`src/rtl/uhe_pkg.sv`:
```
`timescale 1ns / 1ps
// uhe_pkg: shared types and constants for the histogram equalizer.
// No dependencies.
package uhe_pkg;
  localparam int LEVELS = 256;
  localparam int LVL_BITS = $clog2(LEVELS);
  localparam int COUNT_BITS = 24;
  localparam logic [COUNT_BITS-1:0] COUNT_MAX = {COUNT_BITS{1'b1}};

  typedef enum logic [1:0] {
    OP_CLEAR = 2'd0,
    OP_COUNT = 2'd1,
    OP_BUILD = 2'd2,
    OP_MAP   = 2'd3
  } op_t;

  typedef enum logic [3:0] {
    ST_IDLE, ST_CLEAR, ST_CNT_RD, ST_CNT_WR, ST_BLD_RD, ST_BLD_WR,
    ST_MAP_RD, ST_MAP_DIV, ST_MAP_OUT
  } state_t;

  typedef struct packed {
    logic latch;      // load index from pixel or zero
    logic clr_wr;     // write zero to histogram at index
    logic idx_inc;    // advance index
    logic sum_clr;    // reset build sum
    logic hist_rd;    // read histogram at index
    logic cnt_wr;     // write incremented count
    logic bld_wr;     // write rank, accumulate sum
    logic rank_rd;    // read rank at pixel
    logic map_start;  // write back rank, start divider
    logic emit;       // drive result
  } cmd_t;

  typedef struct packed {
    logic idx_last;
    logic div_done;
  } sts_t;
endpackage

```
`src/rtl/uhe_ctrl.sv`:
```
`timescale 1ns / 1ps
// uhe_ctrl: sequencer for clear, count, build and map items.
// Depends on uhe_pkg.
module uhe_ctrl import uhe_pkg::*; (
  input  logic       clk,
  input  logic       rst,
  input  logic       start,
  input  logic [1:0] opcode,
  output logic       busy,
  output cmd_t       cmd,
  input  sts_t       sts
);
  state_t state, state_next;
  op_t    op_in;

  assign op_in = op_t'(opcode);

  // come out of reset with a clearing pass over the histogram
  always_ff @(posedge clk) begin
    if (rst) state <= ST_CLEAR;
    else state <= state_next;
  end

  always_comb begin
    state_next = state;
    unique case (state)
      ST_IDLE: begin
        if (start) begin
          unique case (op_in)
            OP_CLEAR: state_next = ST_CLEAR;
            OP_COUNT: state_next = ST_CNT_RD;
            OP_BUILD: state_next = ST_BLD_RD;
            OP_MAP:   state_next = ST_MAP_RD;
            default:  state_next = ST_IDLE;
          endcase
        end
      end
      ST_CLEAR:   if (sts.idx_last) state_next = ST_IDLE;
      ST_CNT_RD:  state_next = ST_CNT_WR;
      ST_CNT_WR:  state_next = ST_IDLE;
      ST_BLD_RD:  state_next = ST_BLD_WR;
      ST_BLD_WR:  state_next = sts.idx_last ? ST_IDLE : ST_BLD_RD;
      ST_MAP_RD:  state_next = ST_MAP_DIV;
      ST_MAP_DIV: state_next = ST_MAP_OUT;
      ST_MAP_OUT: if (sts.div_done) state_next = ST_IDLE;
      default:    state_next = ST_IDLE;
    endcase
  end

  always_comb begin
    cmd  = '0;
    busy = (state != ST_IDLE);
    unique case (state)
      ST_IDLE: begin
        if (start) begin
          cmd.latch   = 1'b1;
          cmd.sum_clr = 1'b1;
          // latch sets index: pixel for count/map, zero otherwise
          cmd.clr_wr  = (op_in == OP_COUNT);
          cmd.rank_rd = (op_in == OP_MAP);
        end
      end
      ST_CLEAR:   begin cmd.clr_wr = 1'b1; cmd.idx_inc = 1'b1; end
      ST_CNT_RD:  cmd.hist_rd = 1'b1;
      ST_CNT_WR:  cmd.cnt_wr = 1'b1;
      ST_BLD_RD:  cmd.hist_rd = 1'b1;
      ST_BLD_WR:  begin cmd.bld_wr = 1'b1; cmd.idx_inc = 1'b1; end
      ST_MAP_RD:  cmd.rank_rd = 1'b1;
      ST_MAP_DIV: cmd.map_start = 1'b1;
      ST_MAP_OUT: cmd.emit = sts.div_done;
      default:    cmd = '0;
    endcase
  end
endmodule

```
`config.mk`:
```
export PLATFORM = sky130hd
export DESIGN_NAME = uhe_ctrl
export DESIGN_NICKNAME = d
export VERILOG_FILES = /design/src/rtl/uhe_pkg.sv /design/src/rtl/uhe_ctrl.sv
export SDC_FILE = /design/constraint.sdc
export NUM_CORES = 1
export LEC_CHECK = 0
export BUFFER_PORTS_ARGS = -buffer_cell sky130_fd_sc_hd__buf_4
export CELL_PAD_IN_SITES_DETAIL_PLACEMENT = 1
export CELL_PAD_IN_SITES_GLOBAL_PLACEMENT = 1
export CORE_AREA = 5 5 42 44
export DETAILED_ROUTE_END_ITERATION = 10
export DIE_AREA = 0 0 47 49
export HOLD_SLACK_MARGIN = 0.15
export PLACE_DENSITY_LB_ADDON = 0.1
export SLEW_MARGIN = 20
export SYNTH_ARGS = -nofsm -noshare
export SYNTH_HDL_FRONTEND = slang
export SYNTH_SLANG_ARGS = --single-unit
```
`constraint.sdc`:
```
create_clock -name clk -period 1.55 [get_ports clk]
set_input_delay 0.0775 -clock clk [delete_from_list [all_inputs] [get_ports clk]]
set_output_delay 0.0775 -clock clk [all_outputs]
set_load 0.01 [all_outputs]
```
-- After elaboration in Yosys (flattened, before gate mapping)
Cells that the tools add are included.
- flip-flop bits (word level): 4
- latch bits: 0
- bits in writable memories: 0
- memory bits (read-only): 0
- input bits: 7
- output and inout bits: 11
- memories kept: 0
- add/sub/neg operators: 0
- $mul: 0
- divide/modulo/power cells: 0
- magnitude comparators: 0
- eq/ne operators: 14
- shift operators: 0
- multiplexer cells: 19
- bitwise gates (word level): 0
- reduce and logical (&&, ||, !) cells: 6
- operators by type and width (kind ; count):
    4-bit case mux with 8 select lines ; 1
    4-bit by 3-bit equality test with 1-bit output, second input constant ; 4
    4-bit case mux with 4 select lines ; 1
    4-bit two-way mux ; 3
    1-bit two-way mux ; 10
    4-bit by 2-bit equality test with 1-bit output, second input constant ; 2
    2-bit inequality test, second input constant ; 3
    2-bit equality test, second input constant ; 2
    4-bit by 1-bit equality test with 1-bit output, second input constant ; 1
    4-bit equality test, second input constant ; 1
    4-bit logical NOT ; 1
    1-bit case mux with 2 select lines ; 2
    4-bit nonzero test ; 1
    2-bit OR reduction ; 2
    3-bit two-way mux ; 1
    3-bit AND reduction ; 1
    2-bit by 1-bit equality test with 1-bit output, second input constant ; 1
    2-bit logical NOT ; 1
    2-bit two-way mux ; 1

-- Logic depth before layout (Yosys ltp)
- depth after elaboration: 4
- mapped depth: 4

-- Least setup slack after synthesis
No wires, ideal clock.
- kind: register -> register
- start: register state[2]
- end: register state[3]
- library setup time: 58 ps
- arrival time: 1144 ps
- data required time: 1492 ps
- path slack: 349 ps
- cell stages (with the launch flop): 5
- path buffers: 1
- clock period less this slack: 1201 ps
- cell sequence: dfxtp_1 > buf_6 > or4b_4 > o22ai_2 > and2b_1
- longest elaborated chain between the ends: 3
- elaborated cells between the ends (all ways): 13
- those cells by class: 10 x eq/ne; 1 x mux; 2 x reduce/logical
- RTL lines (item ; line ; text):
    from (decl) ; uhe_ctrl.sv:13 ; state_t state, state_next;
    from (signal assigned) ; uhe_ctrl.sv:21 ; else state <= state_next;
    4-bit by 1-bit equality test with 1-bit output, or another cell as far along ; uhe_ctrl.sv:26 ; unique case (state)
    2-bit inequality test (no source line) ; - ;
    3-bit AND reduction (no source line) ; - ;
Parallel ways exist; a longest one is shown, timed or not.
A chain may end at the register's enable or synchronous reset.

==> impl_metrics.tcl <==
set metrics [dict create \
    min-delay-path-class "in -> reg" \
    fmax_ghz 0.675 \
    crit_type "reg -> out" \
    synth_cell_types 23 \
    clockBufferDepth 2 \
    syn_avg_cell_area_um2 7.28 \
    critical_path_arrival_ps 1400 \
    num_antenna_cells 0 \
    worstPathRequired_ps 1470 \
    p_comb_share_pct 25.7 \
    root_buffer "clkbuf_4" \
    die_h_um 49 \
    syn_inst 45 \
    syn-num-nets 52 \
    drive_gt1_share_pct 37.5 \
    clock_latency_ps 230 \
    nFillCells 178 \
    regArea_um2 80.1 \
    seqPwrFrac_pct 35.4 \
    worst-r2r-cell-count 3 \
    viasPerCell 4.86 \
    clkPwrFrac_pct 38.9 \
    ys_warn_count 0 \
    cap_viol_max_count 0 \
    setup_viol 0 \
    path_clk_slew_ps 40 \
    ant_nets 0 \
    drt-pass1-iter-count 3 \
    antenna_found_initial 0 \
    status "finished, final reports clean" \
    top_register "state" \
    grt_setup_unrepaired "no" \
    dp_hpwl_um 832 \
    period_minus_slack_ps 1480 \
    leakage_nw 0.246 \
    slew_headroom_pct 81.5 \
    finClkSkew_ps 2.38 \
    grt_first_pass_wirelength_um 1620 \
    cts_buffers 3 \
    core_um2 1400 \
    largestRegisters "state (4)" \
    r2r_end "state[3]" \
    hp-start "sts[0]" \
    tightest_slew_ps 275 \
    critPathMaxFanout 7 \
    drc 0 \
    endpoint_kind "primary output" \
    ys_seq_elements 4 \
    min_to "state[3]" \
    synthesis.area_um2 328 \
    numClockSinks 4 \
    grtUsageTotal_pct 9.92 \
    rows 14 \
    cts_tree "done" \
    largest_register_ffs 4 \
    fin_util_pct 35.3 \
    min_period_over_period_pct 95.6 \
    ys_seq_area_share_pct 24.4 \
    nNetsFinal 73 \
    hold_viol_final 0 \
    intPower_uw 238 \
    drt_iter0_drc 3 \
    grt_overflow 0 \
    min_path_cells 3 \
    setup_tns_ps 0 \
    multi_input_area_um2 208 \
    io_buffers 17 \
    dieArea_um2 2300 \
    first_global_vias 383 \
    p_switching_uw 86.7 \
    grt_max_degree 10 \
    start_kind "flip-flop" \
    r2r_start "state[1]" \
    irDropWorstVdd_mv 0.229 \
    routed_wl_um 1000 \
    rrSetupSlack_ps 310 \
    dieWidth_um 47 \
    start_util_pct 23.4 \
    wl_per_cell_um 12.5 \
    holdWs_ps 172 \
    io_pins 18 \
    vias 389 \
    ctsHtreeMaxLevel 1 \
    p_per_area_nw_per_um2 658 \
    switching_share_pct 26.7 \
    maxSlewViolCount 0 \
    gp_congestion 0.707 \
    syn2layout_area_growth_pct 50.8 \
]
==> power by group through the flow <==
stage | Sequential (mW) | Combinational [mW] | Clock (mW)
finish | 0.115 | 0.0835 | 0.126
global route | 0.116 | 0.0939 | 0.140
CTS | 0.115 | 0.0859 | 0.133
detailed placement | 0.116 | 0.0840 | 0
global placement | 0.117 | 0.0843 | 0
floorplan | 0.110 | 0.0483 | 0
==> critical path: stages, from the launching register on <==
cell     delay (ps)
dfxtp_1         370
or4b_4          570
nor2_1          100
buf_4           130
==> final cells by class <==
class                           instances  area share (%)
Sequential cell                         4            16.2
Tap cell                               16            4.05
Inverter                                3            2.28
Timing Repair Buffer                   20            30.9
Multi-Input combinational cell         34            42.0
Clock buffer                            3            4.56
==> synth_stat cells, drive strengths merged <==
cell type	n	area, um2
o211a	1	10.0
a211o	1	8.76
a21boi	1	7.51
nand2	2	7.51
buf	4	28.8
nand2b	4	25.0
or4b	1	13.8
o21ai	2	10.0
inv	3	11.3
and2b	1	7.51
nand4	1	6.26
nor2	8	30.0
a21oi	1	5.00
dfxtp	4	80.1
a31oi	2	12.5
nor3b	1	7.51
nor4	3	18.8
xnor2	1	8.76
and3	1	6.26
o22ai	1	12.5
nor3	2	10.0
==> what timing repair did <==
item / 4_1_cts / 5_1_grt
resized for setup: 0 / 0
setup buffers: 0 / 0
endpoints found under the hold margin: 2 / 0
hold buffers: 1 / 0
==> layer usage <==
layer	wire (um)	vias up	global-route usage [%]	part of all wire (%)
met5	0	-	0	0
met4	20	0	8.29	2.0
met3	89	2	2.21	8.9
met2	473	15	14.5	47
met1	419	178	11.6	42
li1	-	194	-	-
==> how the worst max path moves through the flow <==
stage	from	end	slack, ps
2_1_floorplan	state[2]	state[3]	350
3_3_place_gp	state[1]	cmd[0]	320
3_5_place_dp	state[1]	cmd[0]	310
4_1_cts	state[1]	cmd[0]	60
5_1_grt	state[1]	cmd[0]	0.9
6_report	state[1]	cmd[0]	70
==> logic make-up after synthesis <==
logic type / Yosys count / synth area share, %
compound gates: 9 / 20.2
xor+xnor: 1 / 2.67
buf+inv: 7 / 12.2
flops: 4 / 24.4
simple gates: 24 / 40.5
==> stage by stage <==
stage	cells	area, um2	setup WS (ps)	power, mW
2_1_floorplan	45	328	349	0.158
3_3_place_gp	76	462	318	0.201
3_5_place_dp	76	462	309	0.200
4_1_cts	80	494	56.5	0.334
5_1_grt	80	494	0.938	0.350
6_report	80	494	68.9	0.325
==> placed cells by master (no fill, tap or decap), types with 2 or more instances in the layout <==
cell type / n
buf_4: 19
nor2_1: 8
nand2b_1: 4
dfxtp_1: 4
inv_1: 3
nor4_1: 3
clkbuf_4: 3
nand2_1: 2
nor3_1: 2
a31oi_1: 2
o21ai_0: 2
(Power assumes the default switching activity.)
